[src/rtl/redeye_ir_frame_transmitter_assert.svh]
// ----------------------------------------------------------------------------
// Assertion macros for the infrared frame transmitter
// Concurrent checks that compile away when SYNTHESIS is defined.
// ----------------------------------------------------------------------------
`ifndef REDEYE_IR_FRAME_TRANSMITTER_ASSERT_SVH
`define REDEYE_IR_FRAME_TRANSMITTER_ASSERT_SVH

`ifndef SYNTHESIS

// The consequent must hold in the same cycle as the antecedent.
`define IRTX_ASSERT_SAME(name, clk, rst_n, ante, cons, msg) \
    name: assert property (@(posedge clk) disable iff (!rst_n) (ante) |-> (cons)) \
        else $error(msg);

// The consequent must hold in the cycle after the antecedent.
`define IRTX_ASSERT_NEXT(name, clk, rst_n, ante, cons, msg) \
    name: assert property (@(posedge clk) disable iff (!rst_n) (ante) |=> (cons)) \
        else $error(msg);

`else

`define IRTX_ASSERT_SAME(name, clk, rst_n, ante, cons, msg)
`define IRTX_ASSERT_NEXT(name, clk, rst_n, ante, cons, msg)

`endif

`endif

[src/rtl/irtx_pkg.sv]
// ----------------------------------------------------------------------------
// irtx_pkg
// Shared types, constants and helper functions of the IR frame transmitter.
// ----------------------------------------------------------------------------
package irtx_pkg;

    localparam int QUEUE_DEPTH = 16;
    localparam int IDX_W       = (QUEUE_DEPTH > 2) ? $clog2(QUEUE_DEPTH) : 1;

    localparam int DATA_W  = 8;
    localparam int FRAME_W = 12;
    localparam int COUNT_W = 6;

    localparam logic [COUNT_W-1:0] LOAD_COUNT = 6'd60;
    localparam logic [COUNT_W-1:0] START_TOP  = 6'd54;
    localparam logic [COUNT_W-1:0] START_END  = 6'd48;

    localparam logic [DATA_W-1:0] PAR_MASK_3 = 8'h78;
    localparam logic [DATA_W-1:0] PAR_MASK_2 = 8'he6;
    localparam logic [DATA_W-1:0] PAR_MASK_1 = 8'hd5;
    localparam logic [DATA_W-1:0] PAR_MASK_0 = 8'h8b;

    typedef enum logic
    {
        CMD_TICK = 1'b0,
        CMD_PUT  = 1'b1
    } cmd_t;

    typedef struct packed
    {
        logic empty;
        logic full;
    } queue_status_t;

    typedef struct packed
    {
        logic burst;
        logic active;
    } slot_status_t;

    // Ring pointer advance with wrap at the queue depth.
    function automatic logic [IDX_W-1:0] next_index(input logic [IDX_W-1:0] idx);
        logic [IDX_W-1:0] res;
        if (idx == IDX_W'(QUEUE_DEPTH - 1))
        begin
            res = '0;
        end
        else
        begin
            res = idx + 1'b1;
        end
        return res;
    endfunction

    // Eight data bits below four even-parity bits.
    function automatic logic [FRAME_W-1:0] build_frame(input logic [DATA_W-1:0] d);
        logic [FRAME_W-1:0] f;
        f = {^(d & PAR_MASK_3), ^(d & PAR_MASK_2), ^(d & PAR_MASK_1),
             ^(d & PAR_MASK_0), d};
        return f;
    endfunction

endpackage

[src/rtl/irtx_if.sv]
// ----------------------------------------------------------------------------
// irtx_if
// Valid/ready channels for requests into and results out of the transmitter.
// ----------------------------------------------------------------------------
interface irtx_cmd_if;
    logic       valid;
    logic       ready;
    logic       command;
    logic [7:0] data_byte;

    modport source (output valid, output command, output data_byte, input ready);
    modport sink   (input valid, input command, input data_byte, output ready);
endinterface

interface irtx_res_if;
    logic valid;
    logic ready;
    logic burst_on;
    logic frame_active;
    logic put_refused;

    modport source (output valid, output burst_on, output frame_active,
                    output put_refused, input ready);
    modport sink   (input valid, input burst_on, input frame_active,
                    input put_refused, output ready);
endinterface

[src/rtl/redeye_ir_frame_transmitter.sv]
// ----------------------------------------------------------------------------
// redeye_ir_frame_transmitter
// Queues bytes and sends them as parity-protected IR frames, one slot a tick.
// ----------------------------------------------------------------------------
//  Channel | Direction | Payload                               | Per request
//  cmd     | in        | command, data_byte                    | one tick or one put
//  res     | out       | burst_on, frame_active, put_refused   | one result
//
//  A request is registered on acceptance and resolved into the result
//  register, and one request is taken every cycle while the result is not
//  stalled. The result register and input register together keep the flow
//  going while a result waits; a stalled result holds the input register.
//  Reset clears the queue pointers, the slot counter and the carrier level.
// ----------------------------------------------------------------------------
`include "redeye_ir_frame_transmitter_assert.svh"

module redeye_ir_frame_transmitter
(
    input  logic       clk,
    input  logic       rst_n,
    irtx_cmd_if.sink   cmd,
    irtx_res_if.source res
);

    logic                         in_valid_reg;
    logic                         in_cmd_reg;
    logic [irtx_pkg::DATA_W-1:0]  in_data_reg;
    logic                         out_valid_reg;
    logic                         out_burst_reg;
    logic                         out_active_reg;
    logic                         out_refused_reg;

    logic                         advance;
    logic                         fire;
    logic                         do_put;
    logic                         do_tick;
    logic                         pop;
    logic [irtx_pkg::DATA_W-1:0]  q_head;
    irtx_pkg::queue_status_t      q_status;
    irtx_pkg::slot_status_t       s_status;

    assign advance   = !out_valid_reg || res.ready;
    assign fire      = in_valid_reg && advance;
    assign do_put    = fire && (in_cmd_reg == irtx_pkg::CMD_PUT);
    assign do_tick   = fire && (in_cmd_reg == irtx_pkg::CMD_TICK);
    assign cmd.ready = !in_valid_reg || advance;

    irtx_queue u_queue
    (
        .clk      (clk),
        .rst_n    (rst_n),
        .put      (do_put),
        .put_data (in_data_reg),
        .pop      (pop),
        .status   (q_status),
        .head     (q_head)
    );

    irtx_slot_seq u_slot_seq
    (
        .clk      (clk),
        .rst_n    (rst_n),
        .tick     (do_tick),
        .q_status (q_status),
        .q_head   (q_head),
        .pop      (pop),
        .status   (s_status)
    );

    always_ff @(posedge clk or negedge rst_n)
    begin
        if (!rst_n)
        begin
            in_valid_reg  <= 1'b0;
            out_valid_reg <= 1'b0;
        end
        else
        begin
            if (cmd.ready)
            begin
                in_valid_reg <= cmd.valid;
            end
            if (advance)
            begin
                out_valid_reg <= fire;
            end
        end
    end

    always_ff @(posedge clk)
    begin
        if (cmd.valid && cmd.ready)
        begin
            in_cmd_reg  <= cmd.command;
            in_data_reg <= cmd.data_byte;
        end
        if (fire)
        begin
            out_burst_reg   <= s_status.burst;
            out_active_reg  <= s_status.active;
            out_refused_reg <= do_put && q_status.full;
        end
    end

    assign res.valid        = out_valid_reg;
    assign res.burst_on     = out_burst_reg;
    assign res.frame_active = out_active_reg;
    assign res.put_refused  = out_refused_reg;

    `IRTX_ASSERT_SAME(a_pop_not_empty, clk, rst_n, pop, !q_status.empty, "pop from empty queue")
    `IRTX_ASSERT_SAME(a_burst_in_frame, clk, rst_n, res.valid && res.burst_on, res.frame_active, "burst outside a frame")
    `IRTX_ASSERT_NEXT(a_put_fills, clk, rst_n, do_put && !q_status.full, !q_status.empty, "accepted put left queue empty")

endmodule

[src/rtl/irtx_queue.sv]
// ----------------------------------------------------------------------------
// irtx_queue
// Byte ring buffer that holds one entry fewer than its depth.
// ----------------------------------------------------------------------------
module irtx_queue
(
    input  logic                                clk,
    input  logic                                rst_n,
    input  logic                                put,
    input  logic [irtx_pkg::DATA_W-1:0]         put_data,
    input  logic                                pop,
    output irtx_pkg::queue_status_t             status,
    output logic [irtx_pkg::DATA_W-1:0]         head
);

    logic [irtx_pkg::DATA_W-1:0] store_reg [irtx_pkg::QUEUE_DEPTH];
    logic [irtx_pkg::IDX_W-1:0]  wr_idx_reg;
    logic [irtx_pkg::IDX_W-1:0]  wr_idx_next;
    logic [irtx_pkg::IDX_W-1:0]  rd_idx_reg;
    logic [irtx_pkg::IDX_W-1:0]  rd_idx_next;
    logic [irtx_pkg::IDX_W-1:0]  wr_idx_inc;

    assign wr_idx_inc   = irtx_pkg::next_index(wr_idx_reg);
    assign status.empty = (rd_idx_reg == wr_idx_reg);
    assign status.full  = (wr_idx_inc == rd_idx_reg);
    assign head         = store_reg[rd_idx_reg];

    always_comb
    begin
        wr_idx_next = wr_idx_reg;
        rd_idx_next = rd_idx_reg;
        if (put && !status.full)
        begin
            wr_idx_next = wr_idx_inc;
        end
        if (pop)
        begin
            rd_idx_next = irtx_pkg::next_index(rd_idx_reg);
        end
    end

    always_ff @(posedge clk or negedge rst_n)
    begin
        if (!rst_n)
        begin
            wr_idx_reg <= '0;
            rd_idx_reg <= '0;
        end
        else
        begin
            wr_idx_reg <= wr_idx_next;
            rd_idx_reg <= rd_idx_next;
        end
    end

    // A put into a full queue lands in the free entry, which is outside the queue.
    always_ff @(posedge clk)
    begin
        if (put)
        begin
            store_reg[wr_idx_reg] <= put_data;
        end
    end

endmodule

[src/rtl/irtx_slot_seq.sv]
// ----------------------------------------------------------------------------
// irtx_slot_seq
// Slot counter that frames a byte and drives the burst pattern per tick.
// ----------------------------------------------------------------------------
module irtx_slot_seq
(
    input  logic                                clk,
    input  logic                                rst_n,
    input  logic                                tick,
    input  irtx_pkg::queue_status_t             q_status,
    input  logic [irtx_pkg::DATA_W-1:0]         q_head,
    output logic                                pop,
    output irtx_pkg::slot_status_t              status
);

    logic [irtx_pkg::COUNT_W-1:0] count_reg;
    logic [irtx_pkg::COUNT_W-1:0] count_next;
    logic [irtx_pkg::FRAME_W-1:0] frame_reg;
    logic [irtx_pkg::FRAME_W-1:0] frame_next;
    logic                         active_reg;
    logic                         active_next;
    logic                         carrier_reg;
    logic                         carrier_next;
    logic                         frame_bit;

    assign frame_bit = frame_reg[count_reg[5:2]];

    always_comb
    begin
        count_next   = count_reg;
        frame_next   = frame_reg;
        active_next  = active_reg;
        carrier_next = carrier_reg;
        pop          = 1'b0;
        if (tick)
        begin
            if (count_reg == '0)
            begin
                carrier_next = 1'b0;
                active_next  = 1'b0;
                if (!q_status.empty)
                begin
                    frame_next  = irtx_pkg::build_frame(q_head);
                    pop         = 1'b1;
                    count_next  = irtx_pkg::LOAD_COUNT;
                    active_next = 1'b1;
                end
            end
            else
            begin
                if (count_reg >= irtx_pkg::START_TOP || !count_reg[0])
                begin
                    carrier_next = 1'b0;
                end
                else if (count_reg >= irtx_pkg::START_END)
                begin
                    carrier_next = 1'b1;
                end
                else
                begin
                    // Odd counts: burst first half for a one, second half for a zero.
                    carrier_next = count_reg[1] ? (frame_bit | carrier_reg)
                                                : (!frame_bit | carrier_reg);
                end
                count_next = count_reg - 1'b1;
            end
        end
    end

    assign status.burst  = carrier_next;
    assign status.active = active_next;

    always_ff @(posedge clk or negedge rst_n)
    begin
        if (!rst_n)
        begin
            count_reg   <= '0;
            frame_reg   <= '0;
            active_reg  <= 1'b0;
            carrier_reg <= 1'b0;
        end
        else
        begin
            count_reg   <= count_next;
            frame_reg   <= frame_next;
            active_reg  <= active_next;
            carrier_reg <= carrier_next;
        end
    end

endmodule
[src/flat_wrapper.sv]
// flat-port wrapper written by rule: the top's interface ports become plain ports
module redeye_ir_frame_transmitter_flat 
  (clk, rst_n, cmd_valid, cmd_command, cmd_data_byte, cmd_ready, res_valid, res_burst_on, res_frame_active, res_put_refused, res_ready);
  irtx_cmd_if cmd_i ();
  irtx_res_if res_i ();
  input  logic clk;
  input  logic rst_n;
  input wire logic [$bits(cmd_i.valid)-1:0] cmd_valid;
  input wire logic [$bits(cmd_i.command)-1:0] cmd_command;
  input wire logic [$bits(cmd_i.data_byte)-1:0] cmd_data_byte;
  output wire logic [$bits(cmd_i.ready)-1:0] cmd_ready;
  output wire logic [$bits(res_i.valid)-1:0] res_valid;
  output wire logic [$bits(res_i.burst_on)-1:0] res_burst_on;
  output wire logic [$bits(res_i.frame_active)-1:0] res_frame_active;
  output wire logic [$bits(res_i.put_refused)-1:0] res_put_refused;
  input wire logic [$bits(res_i.ready)-1:0] res_ready;
  assign cmd_i.valid = cmd_valid;
  assign cmd_i.command = cmd_command;
  assign cmd_i.data_byte = cmd_data_byte;
  assign cmd_ready = cmd_i.ready;
  assign res_valid = res_i.valid;
  assign res_burst_on = res_i.burst_on;
  assign res_frame_active = res_i.frame_active;
  assign res_put_refused = res_i.put_refused;
  assign res_i.ready = res_ready;
  redeye_ir_frame_transmitter u_core (.clk(clk), .rst_n(rst_n), .cmd(cmd_i), .res(res_i));
endmodule
[config.mk]
export PLATFORM = sky130hd
export DESIGN_NAME = redeye_ir_frame_transmitter_flat
export DESIGN_NICKNAME = d
export VERILOG_FILES = /design/src/rtl/irtx_pkg.sv /design/src/rtl/irtx_if.sv /design/src/rtl/redeye_ir_frame_transmitter.sv /design/src/rtl/irtx_queue.sv /design/src/rtl/irtx_slot_seq.sv /design/src/flat_wrapper.sv
export VERILOG_INCLUDE_DIRS = /design/src /design/src/rtl
export SDC_FILE = /design/constraint.sdc
export NUM_CORES = 1
export LEC_CHECK = 0
export BUFFER_PORTS_ARGS = -buffer_cell sky130_fd_sc_hd__buf_2
export CAP_MARGIN = 20
export CELL_PAD_IN_SITES_DETAIL_PLACEMENT = 1
export CELL_PAD_IN_SITES_GLOBAL_PLACEMENT = 1
export CORE_ASPECT_RATIO = 0.75
export CORE_MARGIN = 2
export CORE_UTILIZATION = 52
export CTS_CLUSTER_DIAMETER = 40
export CTS_CLUSTER_SIZE = 16
export DETAILED_ROUTE_END_ITERATION = 16
export PLACE_DENSITY_LB_ADDON = 0.1
export RECOVER_POWER = 100
export SYNTH_ARGS = -nofsm -noshare
export SYNTH_HDL_FRONTEND = slang
export SYNTH_SLANG_ARGS = --single-unit
export TNS_END_PERCENT = 20
[constraint.sdc]
create_clock -name clk -period 4.9 [get_ports clk]
set_input_delay 0.49 -clock clk [delete_from_list [all_inputs] [get_ports clk]]
set_output_delay 0.49 -clock clk [all_outputs]
set_load 0.01 [all_outputs]
==> summary.txt <==
Pwr
  • Max IR drop VDD: 372 µV
  • Post-layout power: 0.00417 W
  • Portion of total power attributed to sequential cells: 0.451
  • Clock Power Share: 0.368
  • Leakage: 2.83 nW
  • Portion of total power attributed to combinational logic: 0.181
  • Pwr per Cell Area: 519 mW/mm²
  • Cell internal pwr: 0.00303 W
  • Switching Share: 0.274
  • Psw: 0.00114 W

Cells and area
  • Final core utilization: 0.593
  • Final instance area: 0.00804 mm²
  • Count of antenna diodes in the layout: 0
  • Number of flip-flops in the largest register: 128
  • Area added between synthesis and finish: 12.6%
  • Share of final-layout standard cells stronger than drive strength 1: 0.178
  • Fillcell total: 1202
  • Nets@finish: 463

Yosys
  • Share of Yosys cell area claimed by the top area cell type: 0.589
  • Count of yosys warnings during synthesis: 0
  • Cell type with the highest aggregate area in the netlist: sky130_fd_sc_hd__edfxtp_1
  • Share of the yosys chip area belonging to registers: 0.694
  • Synthesized netlist net count: 435
  • Synth area leaders: sky130_fd_sc_hd__edfxtp_1, sky130_fd_sc_hd__dfrtp_1, sky130_fd_sc_hd__mux4_2
  • Gate count after technology mapping: 414
  • Async S/R FF share, synth: 0.176
  • Prevailing post-synth register cell: sky130_fd_sc_hd__edfxtp_1
  • Mean instance size in the synthesized netlist: 17.2 µm²
  • Synthesis-stage register bit count: 170
  • Netlist area before placement: 0.00714 mm²
  • Post-synth EDFFs: 140
  • Cell variety after synth: 42

STA
  • RSZ-0062 raised after global routing: false
  • Sum Neg Setup Slack: 0 ns
  • Maximum clock frequency: 0.276 GHz
  • Fraction of the cycle the final worst path needs: 0.738
  • Final hold viol count: 0
  • Worst slew margin relative to its limit: -0.198
  • Worst clock skew on the final layout: 0.0111 ns
  • Clock period minus worst slack: 3.62 ns
  • Setup Viol. Count Final: 0
  • Transition time at the pin with the least slew margin: 1.80 ns
  • Pins Over Slew Limit: 58
  • Smallest hold slack: 0.233 ns

CTS
  • H-tree lvl count: 4
  • Clock-pin slew on the worst setup and hold paths: 0.07 ns
  • Number of buffers between clock root and the deepest sink: 2
  • Clk root buf: sky130_fd_sc_hd__clkbuf_16
  • CTS tree: done
  • Number of buffers added by the clock tree synthesis step: 17
  • Number of post-CTS setup repair buffers: 0
  • Latest clock arrival within the worst-skew pair: 0.43 ns
  • Number of buffers inserted by hold repair at cts: 0
  • Sink count of the clock tree: 170
  • CTS-repair resized insts: 0

Drt
  • Final routed wirelength across all metal layers: 15.9 mm
  • Initial DRC Count: 306
  • Post-detailed-route via-to-cell ratio: 5.92
  • # DRC: 0
  • Routed wire per std cell: 25.3 µm
  • First-pass iteration count of the detailed router: 5
  • Overall via count from detail_route: 3732
  • Number of nets with antenna violations after detailed routing: 0

Placed design
  • Quantity of I/O buffers inserted on ports: 17
  • Last weighted congestion value of the routability-driven placer: 0.810
  • Total cell area at the placement stage: 0.00741 mm²
  • DPL Wire Length: 10.1 mm

Global routing
  • Remaining global-route overflow: 0
  • Vias in the first global route: 3859
  • Global Route Usage Sum: 0.236
  • Global-route wire length before repair: 24.6 mm
  • Largest net degree at the start of global routing: 31
  • Number of antenna violations at the first check in global routing: 0

Worst setup path
  • Critical path fanouts, max: 16
  • Type of the setup path with the least slack: reg -> reg
  • Cell-by-cell trace of the critical path: clkbuf_1 > xor2_1 > a2111oi_0 > nor2_1 > mux2_1
  • Kind of cell adding the most delay to the critical path: flip-flops
  • Slowest stage delay, CP: 0.95 ns
  • Required time of the critical path: 5.21 ns
  • Crit path arrival time: 3.92 ns
  • Slowest stage cell, crit path: sky130_fd_sc_hd__dfrtp_1
  • Endpoint kind of the worst setup timing path: register
  • Critical Path Source Type: register
  • Number of cells on the critical path: 5
  • CP bufs+invs: 1
  • Worst reg2reg path depth: 5

Die
  • Initial Utilization: 0.526
  • Number of rows in the core area: 37
  • Die outline height: 105 µm
  • Die width: 139 µm
  • # IOs: 18
  • Die area: 0.0147 mm²
  • Core outline area: 0.0136 mm²

Min path
  • Min-delay worst type: in -> reg
  • Hold Crit Depth: 1

Outcome
  • Result of the run: complete, but fails checks
  • Failing checks: max-capacitance violations, max-slew violations

Job
  • Total of max-cap violations: 5
[synth_stat cells, types with 2 or more instances]
master	number
sky130_fd_sc_hd__a21o_1	4
sky130_fd_sc_hd__a21oi_1	4
sky130_fd_sc_hd__a31oi_1	2
sky130_fd_sc_hd__and2_1	2
sky130_fd_sc_hd__and3_1	4
sky130_fd_sc_hd__buf_2	4
sky130_fd_sc_hd__buf_6	5
sky130_fd_sc_hd__clkbuf_1	8
sky130_fd_sc_hd__dfrtp_1	30
sky130_fd_sc_hd__edfxtp_1	140
sky130_fd_sc_hd__ha_1	8
sky130_fd_sc_hd__inv_1	8
sky130_fd_sc_hd__mux2_1	2
sky130_fd_sc_hd__mux2_2	6
sky130_fd_sc_hd__mux2i_1	23
sky130_fd_sc_hd__mux4_1	3
sky130_fd_sc_hd__mux4_2	31
sky130_fd_sc_hd__nand2_1	38
sky130_fd_sc_hd__nand2b_1	4
sky130_fd_sc_hd__nand3_1	4
sky130_fd_sc_hd__nand4_1	2
sky130_fd_sc_hd__nor2_1	18
sky130_fd_sc_hd__nor3_1	8
sky130_fd_sc_hd__o21ai_0	3
sky130_fd_sc_hd__o21ai_1	14
sky130_fd_sc_hd__or3_1	2
sky130_fd_sc_hd__xnor2_1	13
sky130_fd_sc_hd__xor2_1	10
[path summary, 6_finish.rpt]
path | startpoint | to | slack [ns]
min in group asynchronous | rst_n | u_core.res.valid | 0.53
setup reg to reg | u_core.u_queue.rd_idx_reg[0] | u_core.u_queue.wr_idx_reg[1] | 1.28
max in group asynchronous | rst_n | u_core.u_queue.rd_idx_reg[1] | 3.20
setup / recovery | u_core.u_queue.rd_idx_reg[0] | u_core.u_queue.wr_idx_reg[1] | 1.28
hold / removal | cmd_data_byte[6] | u_core.in_data_reg[6] | 0.23
hold reg to reg | u_core.u_slot_seq.frame_reg[2] | u_core.u_slot_seq.frame_reg[2] | 0.49
[worst reg2reg max path, delay by kind of cell (launching register included)]
family,cells,cell delay (ns)
XOR/XNOR,1,0.19
buffers and inverters,1,0.82
AND/OR/NAND/NOR,1,0.21
flip-flops,1,0.95
multiplexers,1,0.39
AO/OA/AOI/OAI,1,0.94
[layer usage]
layer  up-vias  track usage  part of all wire
li1       1653            -                 -
met1      1964        0.360              0.48
met2       100        0.339              0.46
met3        15       0.0509             0.050
met4         0       0.0837             0.013
met5         -            0                 0
[power groups by stage]
stage	logic (W)	registers (W)	clock network (W)
CTS	0.000785	0.00189	0.00156
global placement	0.000743	0.00190	0
detailed placement	0.000766	0.00191	0
global route	0.000839	0.00191	0.00161
finish	0.000757	0.00188	0.00154
floorplan	0.000670	0.00180	0
[placed cells by master (no fill, tap or decap), drive strengths merged, types with 2 or more instances in the layout]
cell type / synthesis / layout
xnor2: 13 / 13
buf: 10 / 14
nand3: 4 / 4
a21oi: 4 / 4
edfxtp: 140 / 140
ha: 8 / 8
nand4: 2 / 2
mux4: 34 / 34
nand2: 38 / 38
mux2i: 23 / 23
nor2: 18 / 18
inv: 8 / 12
nand2b: 4 / 4
clkbuf: 8 / 32
clkinv: 0 / 2
dfrtp: 30 / 30
mux2: 8 / 8
a31oi: 2 / 2
xor2: 10 / 10
xnor3: 2 / 2
or3: 2 / 2
a21o: 4 / 4
nor3: 8 / 8
and2: 2 / 2
bufinv: 0 / 6
o21ai: 17 / 17
and3: 4 / 4
[stage by stage]
stage	instances	worst slack, ns
detailed placement	594	1.93
floorplan	414	2.63
finish	630	1.28
global route	630	0.866
global placement	592	1.96
CTS	626	1.89
[cell families after synthesis]
family / after synthesis / share of synthesized area
and+or+nand+nor: 83 / 0.0510
muxes: 65 / 0.154
buffers and inverters: 26 / 0.0196
adders and majority gates: 8 / 0.0140
DFF: 170 / 0.694
AOI/OAI and AO/OA: 37 / 0.0328
xor gates and xnor gates: 25 / 0.0347
[area by class of cell]
type                       instances  area (µm²)  share of cell area
inverter                           8        30.0             0.00374
clock inverter                    13         238              0.0296
multi-input combinational        218        2040               0.253
timing repair buffer              27         126              0.0157
clock buffer                      19         433              0.0539
sequential                       170        4960               0.616
tap                              175         219              0.0272
Note: power is estimated with default switching activity, not from simulation.
